==> src/rtl/vbs_pkg.sv <==
// ----------------------------------------------------------------------------
// vbs_pkg
// Types and constants shared by the voice budget selector modules.
// ----------------------------------------------------------------------------
`default_nettype none

package vbs_pkg;

    localparam int MAX_VOICES = 32;
    localparam int IDX_W      = $clog2(MAX_VOICES);
    localparam int CNT_W      = $clog2(MAX_VOICES + 1);
    localparam int AUD_W      = 24;
    localparam int CFG_W      = 6;

    localparam logic [AUD_W-1:0] AUD_MAX = {AUD_W{1'b1}};

    typedef enum logic [1:0] {
        ACT_NONE    = 2'd0,
        ACT_PROMOTE = 2'd1,
        ACT_DEMOTE  = 2'd2
    } t_vbs_action;

    typedef enum logic [2:0] {
        S_IDLE,
        S_MIX,
        S_MUL,
        S_STORE,
        S_INIT,
        S_RANK,
        S_EMIT
    } t_vbs_state;

    typedef struct packed {
        logic [7:0]  priority_req;
        logic [15:0] gain;
        logic [15:0] spatial_gain;
        logic [15:0] spatial_blend;
        logic [15:0] bus_gain;
        logic [31:0] creation_order;
        logic        is_paused;
        logic        is_finished;
        logic        is_bound;
        logic        is_virtual;
        logic        last_voice;
    } t_vbs_req;

    typedef struct packed {
        logic [IDX_W-1:0] voice_index;
        t_vbs_action      action;
        logic [AUD_W-1:0] audibility;
        logic             last_result;
    } t_vbs_result;

    typedef struct packed {
        logic [31:0] key;
        logic [31:0] order;
        logic        paused;
        logic        finished;
        logic        bound;
        logic        virt;
        logic        cand;
    } t_vbs_rec;

    typedef struct packed {
        logic             valid;
        logic [31:0]      key;
        logic [31:0]      order;
        logic [IDX_W-1:0] idx;
    } t_vbs_trav;

    typedef struct packed {
        logic rank_init;
        logic rank_en;
        logic shift;
    } t_vbs_ctrl;

endpackage

`default_nettype wire

==> src/rtl/vbs_aud.sv <==
// ----------------------------------------------------------------------------
// vbs_aud
// Three-stage audibility pipeline: gain * mix(blend, spatial) * bus_gain,
// truncated to Q1.23 and saturated.
// ----------------------------------------------------------------------------
`default_nettype none

module vbs_aud
    import vbs_pkg::*;
(
    input  wire logic             i_clk,
    input  wire logic             i_en,
    input  wire t_vbs_req         i_req,
    output logic      [AUD_W-1:0] o_aud
);

    localparam logic [15:0] UNITY = 16'd32768;

    logic [15:0] w_s;
    logic [15:0] w_b;
    logic [15:0] w_bus;
    logic [30:0] w_mix;

    logic [30:0] r_bs;
    logic [15:0] r_binv;
    logic [15:0] r_g;
    logic [15:0] r_bus;
    logic [46:0] r_gm;
    logic [15:0] r_bus2;
    logic [62:0] r_prod;

    assign w_s   = (i_req.spatial_gain  > UNITY) ? UNITY : i_req.spatial_gain;
    assign w_b   = (i_req.spatial_blend > UNITY) ? UNITY : i_req.spatial_blend;
    assign w_bus = (i_req.bus_gain      > UNITY) ? UNITY : i_req.bus_gain;

    assign w_mix = {r_binv, 15'd0} + r_bs;

    always_ff @(posedge i_clk) begin
        if (i_en) begin
            r_bs   <= 31'(w_b) * 31'(w_s);
            r_binv <= UNITY - w_b;
            r_g    <= i_req.gain;
            r_bus  <= w_bus;
        end
        r_gm   <= 47'(r_g) * 47'(w_mix);
        r_bus2 <= r_bus;
        r_prod <= 63'(r_gm) * 63'(r_bus2);
    end

    assign o_aud = (|r_prod[62:61]) ? AUD_MAX : r_prod[60:37];

endmodule

`default_nettype wire

==> config.mk <==
export PLATFORM = sky130hd
export DESIGN_NAME = vbs_aud
export DESIGN_NICKNAME = d
export VERILOG_FILES = /design/src/rtl/vbs_pkg.sv /design/src/rtl/vbs_aud.sv
export SDC_FILE = /design/constraint.sdc
export NUM_CORES = 2
export LEC_CHECK = 0
export BUFFER_PORTS_ARGS = -buffer_cell sky130_fd_sc_hd__buf_2
export CAP_MARGIN = 30
export CORE_UTILIZATION = 58
export CTS_CLUSTER_DIAMETER = 150
export DETAILED_ROUTE_END_ITERATION = 10
export HOLD_SLACK_MARGIN = 0.15
export PLACE_DENSITY_LB_ADDON = 0.2
export SYNTH_ARGS = -nofsm -noshare
export SYNTH_HDL_FRONTEND = slang
export SYNTH_SLANG_ARGS = --single-unit
==> constraint.sdc <==
create_clock -name i_clk -period 7.75 [get_ports i_clk]
set_input_delay 1.55 -clock i_clk [delete_from_list [all_inputs] [get_ports i_clk]]
set_output_delay 1.55 -clock i_clk [all_outputs]
set_load 0.005 [all_outputs]
== After elaboration in Yosys (flattened, before gate mapping) ==
Index checks and enable logic that the tools add are counted.

* Flip-flop bits (word level): 205
* Input port bits: 111
* Output and inout port bits: 24
* Logic and storage cells: 19

* Add/sub/neg operators: 2
* $mul: 3
* $lt $le $gt $ge: 3
* Muxes and demuxes: 3
* Reduce and logical (&&, ||, !) cells: 1

{| class="wikitable"
|+ Operators by type and width
! operator !! count
|-
| 47-bit by 16-bit multiplier with 63-bit output || 1
|-
| 16-bit greater-than comparator (second input constant) || 3
|-
| 16-bit by 31-bit multiplier with 47-bit output || 1
|-
| 16-bit 2-to-1 mux || 2
|-
| 31-bit adder || 1
|-
| 16-bit by 16-bit multiplier with 31-bit output || 1
|-
| 24-bit 2-to-1 mux || 1
|-
| 16-bit subtractor (first input constant) || 1
|-
| 2-bit OR reduction || 1
|}

== Logic depth before layout (Yosys ltp) ==
* Depth after elaboration: 3
* Gate-level depth with buffers: 34
* Depth with buffers taken out: 33

== Worst setup path after synthesis ==
No wires, ideal clock.

* Path kind: input -> register
* Start point: input port i_req[68] (netlist name)
* End point: register r_bs[30], data pin
* Setup time: 0.266 ns
* Data arrival time: 7.627 ns
* Required time: 7.484 ns
* Path slack: -0.144 ns
* Stages on the path: 26
* Path buffers: 3
* Cells stage by stage: clkbuf_1 -> clkbuf_1 -> clkbuf_1 -> o21ai_0 -> nand2_1 -> nor2_1 -> fa_1 -> inv_1 -> fa_1 -> fa_1 -> inv_1 -> fa_1 -> fa_1 -> inv_1 -> fa_1 -> inv_1 -> ha_1 -> o211ai_1 -> nand3b_1 -> nand2_1 -> o31a_1 -> o211ai_1 -> nand3_1 -> a31oi_1 -> mux2i_1 -> nand4_1

* Word-level cells in the longest chain between the ends: 3

{| class="wikitable"
|+ Ends and longest elaborated chain
! element !! line !! source
|-
| start, declared || vbs_aud.sv:13 || <nowiki>input wire t_vbs_req i_req,</nowiki>
|-
| 16-bit greater-than comparator || vbs_aud.sv:33 || <nowiki>assign w_b = (i_req.spatial_blend > UNITY) ? UNITY : i_req.spatial_blend;</nowiki>
|-
| 16-bit 2-to-1 mux * || vbs_aud.sv:33 ||
|-
| 16-bit by 16-bit multiplier with 31-bit output * || vbs_aud.sv:40 || <nowiki>r_bs <= 31'(w_b) * 31'(w_s);</nowiki>
|-
| end signal, assigned || vbs_aud.sv:40 ||
|-
| end, declared || vbs_aud.sv:24 || <nowiki>logic [30:0] r_bs;</nowiki>
|}

Mark *: on every way between the ends. The rest lies on a longest branch, timed or not.
A chain may end at the register's enable or synchronous reset.

== Final worst setup path ==
* Start point: register r_bs[15]
* End point: register r_gm[45]

* Word-level cells in the longest chain between the ends: 2

{| class="wikitable"
|+ Ends and longest elaborated chain
! element !! line !! source
|-
| 31-bit adder || vbs_aud.sv:36 || <nowiki>assign w_mix = {r_binv, 15'd0} + r_bs;</nowiki>
|-
| 16-bit by 31-bit multiplier with 47-bit output || vbs_aud.sv:45 || <nowiki>r_gm <= 47'(r_g) * 47'(w_mix);</nowiki>
|-
| end signal, assigned || vbs_aud.sv:45 ||
|-
| end, declared || vbs_aud.sv:28 || <nowiki>logic [46:0] r_gm;</nowiki>
|}

Every way passes these cells.

==> impl_metrics.env <==
export IMPL_outcome="finished with violations"
export IMPL_violations="DRC"
export IMPL_critical_path_top_delay_family="adder cells"
export IMPL_fin_cells=7082
export IMPL_drc_errors=4
export IMPL_drive_gt1_share_pct=9.092
export IMPL_max_slew_margin_rel_pct=30.34
export IMPL_cts_root_buf="clkbuf_16"
export IMPL_async_flop_share_pct=0
export IMPL_fmax_mhz=132.6
export IMPL_hold_viol=0
export IMPL_hold_path_class="register to register"
export IMPL_hold_path_startpoint="r_bus[12]"
export IMPL_die_area_um2=91090
export IMPL_portBuffers=89
export IMPL_hpwl_um=109900
export IMPL_worstPathMaxFanout=7
export IMPL_cts_max_level=4
export IMPL_min_to="r_bus2[12]"
export IMPL_path_class="register to register"
export IMPL_grt_pass1_vias=42340
export IMPL_wl_per_cell_um=19.66
export IMPL_syn_cell_area_um2=52140
export IMPL_synth_edf_count=79
export IMPL_seq_area_frac_synth_pct=7.968
export IMPL_syn_nets=7484
export IMPL_crit_path_start_kind="register"
export IMPL_worstMarginPinSlew_ps=1045
export IMPL_rr_startpoint="r_bs[15]"
export IMPL_avgSynthCellArea_um2=9.019
export IMPL_diodes=0
export IMPL_antenna_found_initial=0
export IMPL_hold_buffers=0
export IMPL_grt_overflow=0
export IMPL_rrSetupSlack_ps=210
export IMPL_die_h_um=301.8
export IMPL_worst_skew_pair_late_latency_ps=530
export IMPL_clk_pin_slew_ps=90
export IMPL_crit_path_top_delay_cell="fa_1"
export IMPL_start_util_pct=58.81
export IMPL_grt_pass1_wl_um=226700
export IMPL_finalCriticalPeriod_ps=7543
export IMPL_design_area_um2=56360
export IMPL_cts_max_path_buffers=2
export IMPL_core_area_um2=88650
export IMPL_finalSetupViolCount=0
export IMPL_hold_depth=0
export IMPL_ys_seq_elements=168
export IMPL_arrival_ps=7970
export IMPL_dp_cells=7047
export IMPL_grtUsageTotal_pct=32.42
export IMPL_via_count=39670
export IMPL_skew_ps=16.60
export IMPL_placed_area_um2=55430
export IMPL_vias_per_cell=5.602
export IMPL_yosysUniqueCellTypes=83
export IMPL_fp_row_count=109
export IMPL_routed_wl_um=139300
export IMPL_maxCapViolCount=0
export IMPL_numCtsBuffers=17
export IMPL_postRouteAntennaNets=0
export IMPL_io_pins=135
export IMPL_cts_tree="done"
export IMPL_gp_congestion=0.9139
export IMPL_critPathMaxStageDelay_ps=540
export IMPL_dr_pass1_iters=10
export IMPL_crit_top_cell="fa_1"
export IMPL_grt_max_degree=57
export IMPL_ff2ff_path_depth=31
export IMPL_r2r_end="r_gm[45]"
export IMPL_path_buf_inv=7
export IMPL_end_kind="register"
export IMPL_cts_sink_count=168
export IMPL_min_period_over_period_pct=97.33
export IMPL_synth_ff_type="dfxtp_1"
export IMPL_areaGrowthSynthToFinish_pct=8.097
export IMPL_syn_inst=5781
export IMPL_drt_initial_drc_count=3129
export IMPL_fp_dieW_um=301.8
export IMPL_worstPathRequired_ps=8180
export IMPL_drv_slew=0
export IMPL_ys_warn_count=0
export IMPL_tns_ps=0
export IMPL_nNetsFinal=7607
[repair_timing]
action | in CTS | in global routing
setup endpoints to repair | 13 | 25
setup buffers | 0 | 3
gates resized for setup | 6 | 63
cloned | 0 | 0
pin swaps | 2 | 33
[worst max path at each step]
stage,start,to,slack (ps),depth (start not counted)
4_1_cts,r_bs[16],r_gm[46],3,31
2_1_floorplan,i_req[68],r_bs[30],3,25
5_1_grt,r_bs[15],r_gm[36],-50,35
3_5_place_dp,i_req[64],r_bs[30],-330,29
6_report,r_bs[15],r_gm[45],210,31
3_3_place_gp,i_req[64],r_bs[30],-370,29
[kinds of logic after synthesis]
family,synth area share (%)
xor+xnor,1.814
flops,7.968
simple gates,17.71
buf+inv,11.09
mux,0.05760
fa+ha+maj,55.84
compound gates,5.517
[per-stage QoR]
| step | setup slack, ps | hold WS, ps | utilization [%] |
|---|---|---|---|
| 6_report | 207.1 | 345.3 | 63.58 |
| 5_1_grt | -48.70 | 352.4 | 63.58 |
| 4_1_cts | 2.617 | 347.4 | 63.28 |
| 3_5_place_dp | -325.4 | 328.5 | 62.53 |
| 3_3_place_gp | -367.8 | 325.5 | 62.52 |
| 2_1_floorplan | 3.419 | 323.3 | - |
[cells in the mapped netlist, types with 5 or more instances]
master        n  share of area [%]
o211ai_1     10               0.14
a21oi_1      98               0.94
nor4_1       14               0.17
and3_1       24               0.29
nor4b_1      33               0.55
clkbuf_1    290                2.1
or3_1        28               0.34
o2111ai_1    11               0.18
o21ai_0      50               0.48
ha_1        367                8.8
inv_1      1202                8.7
o21bai_1     16               0.23
and2_1      350                4.2
nor2b_1      60               0.72
nor2_1      194                1.4
nand2_1    1059                7.6
o21ai_1       5              0.048
nor3_1       31               0.30
a21o_1       70                1.0
nand2b_1     39               0.47
edfxtp_1     79                4.6
xnor2_1      76                1.3
buf_1        14               0.10
buf_4         5              0.072
a211oi_1     20               0.29
a31oi_1      31               0.37
xor2_1       32               0.54
nand3_1      75               0.72
dfxtp_1      89                3.4
o21a_1       16               0.23
fa_1       1225                 47
nand4_1      47               0.56
a221oi_1      5              0.084
o31a_1        8               0.13
o31ai_1      13               0.19
[area by class of cell]
class | instances | area [um^2]
inverter | 1202 | 4512
fill | 7506 | 32290
multi-input combinational | 4093 | 42470
clock inverter | 15 | 209.0
timing repair buffer | 422 | 3122
tap | 1165 | 1458
clock buffer | 17 | 425.4
sequential | 168 | 4160
[sequential cells by signal, summed over array words and instances, names as in the netlist]
register  cells
r_gm         47
r_bs         31
r_prod       26
r_binv       16
r_bus2       16
r_bus        16
r_g          16
[worst reg2reg max path, delay by kind of cell (launching register included)]
| family | cells | cell delay [ps] |
|---|---|---|
| and+or+nand+nor | 3 | 260 |
| adders and majority gates | 9 | 4000 |
| AOI/OAI and AO/OA | 12 | 2050 |
| DFF | 1 | 390 |
| buffers and inverters | 7 | 750 |
[cells in the final DEF, fill, tap and decap left out, types with 17 or more instances in the layout]
cell type	synthesis	routed
a211oi_1	20	17
a21o_1	70	70
a21oi_1	98	95
a31oi_1	31	28
and2_1	350	344
and3_1	24	24
buf_2	4	88
buf_4	5	319
clkbuf_16	0	17
dfxtp_1	89	84
edfxtp_1	79	79
fa_1	1225	1221
ha_1	367	361
inv_1	1202	1200
nand2_1	1059	1056
nand2b_1	39	39
nand3_1	75	74
nand4_1	47	47
nor2_1	194	189
nor2b_1	60	59
nor3_1	31	31
nor4b_1	33	33
o21ai_0	50	43
or3_1	28	28
xnor2_1	76	75
xor2_1	32	32
[per-layer routing]
metal	routed length, um	track usage [%]	up-vias
li1	-	-	17600
met4	4521	10.23	0
met2	66520	53.42	1663
met5	0	0	-
met1	56040	43.02	20120
met3	12190	6.888	281
Power is left out: the tool's default activity adds up to more than one toggle a clock period on the data nets, which glitch-free logic cannot reach.
