==> src/rtl/vbs_pkg.sv <==
// ----------------------------------------------------------------------------
// vbs_pkg
// Types and constants shared by the voice budget selector modules.
// ----------------------------------------------------------------------------
`default_nettype none

package vbs_pkg;

    localparam int MAX_VOICES = 32;
    localparam int IDX_W      = $clog2(MAX_VOICES);
    localparam int CNT_W      = $clog2(MAX_VOICES + 1);
    localparam int AUD_W      = 24;
    localparam int CFG_W      = 6;

    localparam logic [AUD_W-1:0] AUD_MAX = {AUD_W{1'b1}};

    typedef enum logic [1:0] {
        ACT_NONE    = 2'd0,
        ACT_PROMOTE = 2'd1,
        ACT_DEMOTE  = 2'd2
    } t_vbs_action;

    typedef enum logic [2:0] {
        S_IDLE,
        S_MIX,
        S_MUL,
        S_STORE,
        S_INIT,
        S_RANK,
        S_EMIT
    } t_vbs_state;

    typedef struct packed {
        logic [7:0]  priority_req;
        logic [15:0] gain;
        logic [15:0] spatial_gain;
        logic [15:0] spatial_blend;
        logic [15:0] bus_gain;
        logic [31:0] creation_order;
        logic        is_paused;
        logic        is_finished;
        logic        is_bound;
        logic        is_virtual;
        logic        last_voice;
    } t_vbs_req;

    typedef struct packed {
        logic [IDX_W-1:0] voice_index;
        t_vbs_action      action;
        logic [AUD_W-1:0] audibility;
        logic             last_result;
    } t_vbs_result;

    typedef struct packed {
        logic [31:0] key;
        logic [31:0] order;
        logic        paused;
        logic        finished;
        logic        bound;
        logic        virt;
        logic        cand;
    } t_vbs_rec;

    typedef struct packed {
        logic             valid;
        logic [31:0]      key;
        logic [31:0]      order;
        logic [IDX_W-1:0] idx;
    } t_vbs_trav;

    typedef struct packed {
        logic rank_init;
        logic rank_en;
        logic shift;
    } t_vbs_ctrl;

endpackage

`default_nettype wire

==> src/rtl/vbs_cell.sv <==
// ----------------------------------------------------------------------------
// vbs_cell
// One voice slot: holds a record and its rank, compares against the
// record passing by on the ring, and hands records to its neighbor.
// ----------------------------------------------------------------------------
`default_nettype none

module vbs_cell
    import vbs_pkg::*;
(
    input  wire logic             i_clk,
    input  wire t_vbs_ctrl        i_ctrl,
    input  wire logic             i_load,
    input  wire t_vbs_rec         i_rec,
    input  wire logic [IDX_W-1:0] i_idx,
    input  wire logic             i_occupied,
    input  wire t_vbs_rec         i_nbr_rec,
    input  wire logic [IDX_W-1:0] i_nbr_rank,
    input  wire t_vbs_trav        i_nbr_trav,
    output t_vbs_rec              o_rec,
    output logic      [IDX_W-1:0] o_rank,
    output t_vbs_trav             o_trav
);

    t_vbs_rec         r_rec;
    logic [IDX_W-1:0] r_rank;
    t_vbs_trav        r_trav;
    logic             w_before;

    assign w_before = (r_trav.key < r_rec.key) ||
                      ((r_trav.key == r_rec.key) &&
                       ((r_trav.order < r_rec.order) ||
                        ((r_trav.order == r_rec.order) && (r_trav.idx < i_idx))));

    always_ff @(posedge i_clk) begin
        if (i_load) begin
            r_rec <= i_rec;
        end else if (i_ctrl.shift) begin
            r_rec  <= i_nbr_rec;
            r_rank <= i_nbr_rank;
        end else if (i_ctrl.rank_init) begin
            r_rank       <= '0;
            r_trav.valid <= r_rec.cand && i_occupied;
            r_trav.key   <= r_rec.key;
            r_trav.order <= r_rec.order;
            r_trav.idx   <= i_idx;
        end else if (i_ctrl.rank_en) begin
            if (r_trav.valid && r_rec.cand && w_before) begin
                r_rank <= r_rank + 1'b1;
            end
            r_trav <= i_nbr_trav;
        end
    end

    assign o_rec  = r_rec;
    assign o_rank = r_rank;
    assign o_trav = r_trav;

endmodule

`default_nettype wire

==> config.mk <==
export PLATFORM = sky130hd
export DESIGN_NAME = vbs_cell
export DESIGN_NICKNAME = d
export VERILOG_FILES = /design/src/rtl/vbs_pkg.sv /design/src/rtl/vbs_cell.sv
export SDC_FILE = /design/constraint.sdc
export NUM_CORES = 1
export LEC_CHECK = 0
export BUFFER_PORTS_ARGS = -buffer_cell sky130_fd_sc_hd__buf_2
export CELL_PAD_IN_SITES_DETAIL_PLACEMENT = 1
export CELL_PAD_IN_SITES_GLOBAL_PLACEMENT = 2
export CORE_MARGIN = 2
export CORE_UTILIZATION = 29
export CTS_CLUSTER_SIZE = 12
export DETAILED_ROUTE_END_ITERATION = 7
export PLACE_DENSITY_LB_ADDON = 0.12
export SKIP_CTS_REPAIR_TIMING = 1
export SLEW_MARGIN = 20
export SYNTH_ARGS = -nofsm -noshare
export SYNTH_HDL_FRONTEND = slang
export SYNTH_SLANG_ARGS = --single-unit
==> constraint.sdc <==
create_clock -name i_clk -period 6.26 [get_ports i_clk]
set_clock_uncertainty 0.1 [all_clocks]
set_input_delay 0.626 -clock i_clk [delete_from_list [all_inputs] [get_ports i_clk]]
set_output_delay 0.626 -clock i_clk [all_outputs]
set_load 0.05 [all_outputs]
# Yosys cells after proc, flatten, opt, wreduce, memory -nomap -nowiden
# Index checks and enable logic that the tools add are counted.
dict set report classes {
  add_sub_neg 1
  bitwise 2
  n_eq_ne 2
  n_lt_le_gt_ge 3
  mux 8
  n_reduce_logical 13
}
# cell n
set ops {}
lappend ops {{$mux 70} 2}
lappend ops {{$mux 69} 2}
lappend ops {{$eq 32x32->1} 2}
lappend ops {{$lt 32x32->1} 2}
lappend ops {{$mux 5} 4}
lappend ops {{$reduce_and 3->1} 2}
lappend ops {{$reduce_bool 3->1} 2}
lappend ops {{$add 5x1->5 const B} 1}
lappend ops {{$logic_and 1x1->1} 5}
lappend ops {{$lt 5x5->1} 1}
lappend ops {{$reduce_bool 2->1} 2}
lappend ops {{$logic_or 1x1->1} 2}
lappend ops {{$not 1->1} 2}
dict set report totals {
  word_cells 41
  out_inout_bits 144
  inputBits 224
  reg_bits 144
}

# Logic depth before layout (Yosys ltp)
dict set report depth {
  ltp_word 10
  mapped_depth 9
  ltp_nobuf 9
}

# Worst setup path before layout
# No wires, ideal clock.
dict set report synth_path {
  path_kind {input to register}
  from {input i_load}
  to {register r_trav, in the netlist o_trav[0] (enable)}
  path_slack_ps 1025
  t_arrival_ps 4637
  stages 3
  path_buffers 1
  cell_sequence {clkbuf_1 or2_2 nor2_1}
}
dict set report synth_between {
  elab_chain_cells 2
}
# element line_no
set synth_lines {}
lappend synth_lines {{start, declared} vbs_cell.sv:13} ;# input wire logic i_load,
lappend synth_lines {{$not 1->1 (no source line)} -}
lappend synth_lines {{$reduce_and 3->1 (no source line)} -}
lappend synth_lines {{end signal, assigned} vbs_cell.sv:51} ;# r_trav <= i_nbr_trav;
lappend synth_lines {{end, declared} vbs_cell.sv:27} ;# t_vbs_trav r_trav;
# Every way passes these cells.
# A chain may end at the register's enable or synchronous reset.

# Final worst setup path
dict set report layout_path {
  from {register r_rec, in the netlist o_rec[31]}
  to {register r_rank[2], in the netlist o_rank[2] (enable)}
}
dict set report layout_between {
  elab_chain_cells 8
}
# element line_no
set layout_lines {}
lappend layout_lines {{start, declared} vbs_cell.sv:25} ;# t_vbs_rec r_rec;
lappend layout_lines {{start signal, assigned} vbs_cell.sv:37} ;# r_rec <= i_rec;
lappend layout_lines {{start signal, assigned} vbs_cell.sv:39} ;# r_rec <= i_nbr_rec;
lappend layout_lines {{branches (longest 2 deep; another with $lt 32x32->1)} -}
lappend layout_lines {{$logic_or 1x1->1 *} vbs_cell.sv:32} ;# ((r_trav.order < r_rec.order) ||
lappend layout_lines {{$logic_and 1x1->1 *} vbs_cell.sv:31} ;# ((r_trav.key == r_rec.key) &&
lappend layout_lines {{$logic_or 1x1->1 *} vbs_cell.sv:30} ;# assign w_before = (r_trav.key < r_rec.key) ||
lappend layout_lines {{$logic_and 1x1->1 *} vbs_cell.sv:48} ;# if (r_trav.valid && r_rec.cand && w_before) begin
lappend layout_lines {{$reduce_bool 3->1 (no source line) *} -}
lappend layout_lines {{$reduce_and 3->1 (no source line) *} -}
lappend layout_lines {{end signal, assigned} vbs_cell.sv:40} ;# r_rank <= i_nbr_rank;
lappend layout_lines {{end signal, assigned} vbs_cell.sv:49} ;# r_rank <= r_rank + 1'b1;
lappend layout_lines {{end, declared} vbs_cell.sv:26} ;# logic [IDX_W-1:0] r_rank;
# Mark *: on every way between the ends.

==> flow_summary.yaml <==
outcome:
  status: "completed"
detailed_routing:
  drt_pass1_iterations: 4
  drt_iter0_drc: 217
  totalWireLength_um: 23500
  drcViolationCount: 0
  antenna_left: 0
  vias: 5901
  avgRoutedWirePerCell_um: 18.1
  viasPerCell: 4.54
timing:
  slew_headroom_pct: 31.8
  fin_crit_sh_pct: 47.5
  finalSetupViolations: 0
  hold_violations: 0
  whs_ns: 0.402
  min_period_ns: 2.98
  drv_slew: 0
  rsz0062_at_grt: "false"
  worstMarginPinSlew_ns: 1.02
  setup-tns-final_ns: 0
  fmax_mhz: 336
clocking:
  numCtsBuffers: 17
  insertion_delay_ns: 0.42
  cts_tree: "built"
  clk_path_buf_depth: 2
  clk_pin_slew_ns: 0.07
  root_buffer: "clkbuf_16"
  h-tree-depth: 4
  cts_num_sinks: 144
worst_setup_path:
  crit_type: "reg -> reg"
  reg2reg_setup_slack_ns: 3.28
  cp-end-kind: "register"
  start_kind: "register"
  crit_family: "simple AND/OR/NAND/NOR gates"
  crit_required_ns: 6.20
  cp.arrival_ns: 2.92
  crit_chain: "inv_1 > ha_1 > nand4_1 > nor4_2 > nand3_1 > o21ai_0 > nand4_1 > a221oi_2"
  path_max_fanout: 5
  worstReg2RegStart: "o_rec[31]"
  r2r_end: "o_rank[2]"
  slowest_delay_ns: 0.50
  path_common_cell: "nand4_1"
  crit_slowest_cell: "a221oi_2"
  critPathBufInv: 1
  r2r_cells: 8
pwr:
  leakage_nw: 4.87
  power.total_mw: 2.99
  p_clk_share_pct: 36.5
  power_density_nw_per_um2: 279
  p_int_mw: 2.07
  power_frac_seq_pct: 40.5
  ir_drop_v: 0.000214
  combPwrFrac_pct: 23.0
  switchingPower_uw: 926
  power_switching_share_pct: 30.9
die:
  start_util_pct: 29.3
  core_area_sq_um: 26800
  fp.dieW_um: 169
  io_pins: 368
  rows: 60
  dieArea_sq_um: 28400
  dieHeight_um: 169
synthesis:
  synth_area_per_cell_sq_um: 13.7
  yosys.area.top_type_share_pct: 55.0
  ys_async_sr_fraction_pct: 0
  synth.cells.most_frequent: "144 x edfxtp_1, 138 x mux2_2, 74 x inv_1"
  syn_inst: 572
  yosys.area.top_type: "edfxtp_1"
  ys_ff_latch: 144
  synth_ff_type: "edfxtp_1"
  yosysUniqueCellTypes: 38
  ys_seq_area_share_pct: 55.0
  syn-cell-area_sq_um: 7860
  synth_edf_count: 144
  synth_warnings: 0
  yosysMostFrequentCell: "edfxtp_1"
  synth_nets: 865
  synth.area.top_cells: "edfxtp_1 55%, mux2_2 20%, ha_1 11%"
place:
  dp.cells: 1266
  place_congestion: 0.731
  dp_hpwl_um: 18000
  port_buffers: 367
  place_area_sq_um: 10100
worst_hold_path:
  whs_path_depth: 3
  hold_path_class: "in -> reg"
  hp-start: "i_nbr_rank[4]"
  min_to: "o_rank[4]"
global_routing:
  grt_usage_pct: 16.6
  overflow: 0
  grt_pass1_vias: 6277
  grt_pass1_wl_um: 36000
  antenna_found_initial: 6
  grt_max_degree: 72
final_layout:
  final_area_sq_um: 10700
  drive_above_1_share_pct: 57.3
  num-fill-cells: 2996
  syn_to_final_growth_pct: 36.3
  fin_cells: 1299
  final_net_count: 1237
job:
  cap_viol_max_count: 0
-- per-layer routing --
layer | share of wire [%] | vias to the layer above | track usage, % | routed length (um)
met5 | 0.14 | - | 0 | 34
met4 | 0.76 | 6 | 3.07 | 178
met3 | 8.1 | 18 | 6.24 | 1910
met2 | 50 | 202 | 29.1 | 11800
met1 | 41 | 2793 | 19.5 | 9540
li1 | - | 2882 | - | -
-- worst max path at each step --
stage	startpoint	endpoint	slack [ns]	depth (start not counted)
final	o_rec[31]	o_rank[2]	3.28	8
after global routing	o_rec[32]	o_rank[1]	2.98	8
after CTS	o_trav[32]	o_rank[1]	3.17	7
after detailed placement	i_load	o_trav[47]	2.85	4
after global placement	i_load	o_trav[54]	2.82	4
after floorplan	i_load	o_trav[0]	1.02	3
-- sequential cells by signal, summed over array words and instances (netlist names) --
signal  count
o_trav     70
o_rank      5
o_rec      69
-- power groups by stage --
stage | logic, mW | clock network, mW | registers (mW)
3_5_place_dp | 0.699 | 0 | 1.23
3_3_place_gp | 0.697 | 0 | 1.23
4_1_cts | 0.703 | 1.13 | 1.21
2_1_floorplan | 0.235 | 0 | 1.48
5_1_grt | 0.753 | 1.15 | 1.22
6_report | 0.690 | 1.09 | 1.21
-- worst register-to-register path: stages (launching register included) --
cell,delay [ns]
edfxtp_1,0.39
inv_1,0.06
ha_1,0.31
nand4_1,0.18
nor4_2,0.45
nand3_1,0.19
o21ai_0,0.27
nand4_1,0.15
a221oi_2,0.50
-- cells by family (layout without fill, tap and decap cells) --
kind of cell,after synthesis,count (layout),share of synthesized area (%)
AOI/OAI and AO/OA,63,63,5.05
and+or+nand+nor,64,64,4.44
DFF,144,144,55.0
adders and majority gates,69,69,11.0
muxes,138,138,19.8
other,0,1,0
xor gates and xnor gates,3,3,0.335
buffers and inverters,91,476,4.36
-- layout by cell type (no fill, tap or decap), drive strengths merged --
| master | Yosys | final |
|---|---|---|
| o211ai | 6 | 6 |
| edfxtp | 144 | 144 |
| o31ai | 1 | 1 |
| clkinv | 0 | 6 |
| ha | 69 | 69 |
| clkbuf | 12 | 19 |
| bufinv | 0 | 4 |
| a221oi | 2 | 2 |
| buf | 5 | 370 |
| a2111o | 1 | 1 |
| a32oi | 1 | 1 |
| and4 | 2 | 2 |
| nand2 | 19 | 19 |
| a211oi | 2 | 2 |
| nand2b | 1 | 1 |
| nand4 | 14 | 14 |
| nor2b | 2 | 2 |
| or4b | 1 | 1 |
| xor2 | 2 | 2 |
| diode | 0 | 1 |
| inv | 74 | 77 |
| nor4 | 3 | 3 |
| nor3 | 2 | 2 |
| or2 | 1 | 1 |
| a211o | 1 | 1 |
| o21ai | 17 | 17 |
| nor2 | 8 | 8 |
| nand3 | 11 | 11 |
| mux2 | 138 | 138 |
| a21oi | 28 | 28 |
| a21boi | 2 | 2 |
| xnor2 | 1 | 1 |
| a21o | 2 | 2 |
-- area by class of cell --
type | count | area [sq um] | area share, %
Inverter | 74 | 278 | 2.59
Tap cell | 341 | 427 | 3.98
Sequential cell | 144 | 4320 | 40.4
Multi-Input combinational cell | 337 | 3200 | 29.9
Timing Repair Buffer | 370 | 1860 | 17.4
Clock buffer | 19 | 433 | 4.04
Clock inverter | 13 | 184 | 1.72
Antenna cell | 1 | 2.50 | 0.0234
-- through the flow --
| stage | setup slack, ns | util (%) |
|---|---|---|
| 3_5_place_dp | 2.85 | 37.7 |
| 5_1_grt | 2.98 | 40.0 |
| 4_1_cts | 3.17 | 40.0 |
| 3_3_place_gp | 2.82 | 37.7 |
| 2_1_floorplan | 1.02 | - |
| 6_report | 3.28 | 40.0 |
(Power assumes the default switching activity.)
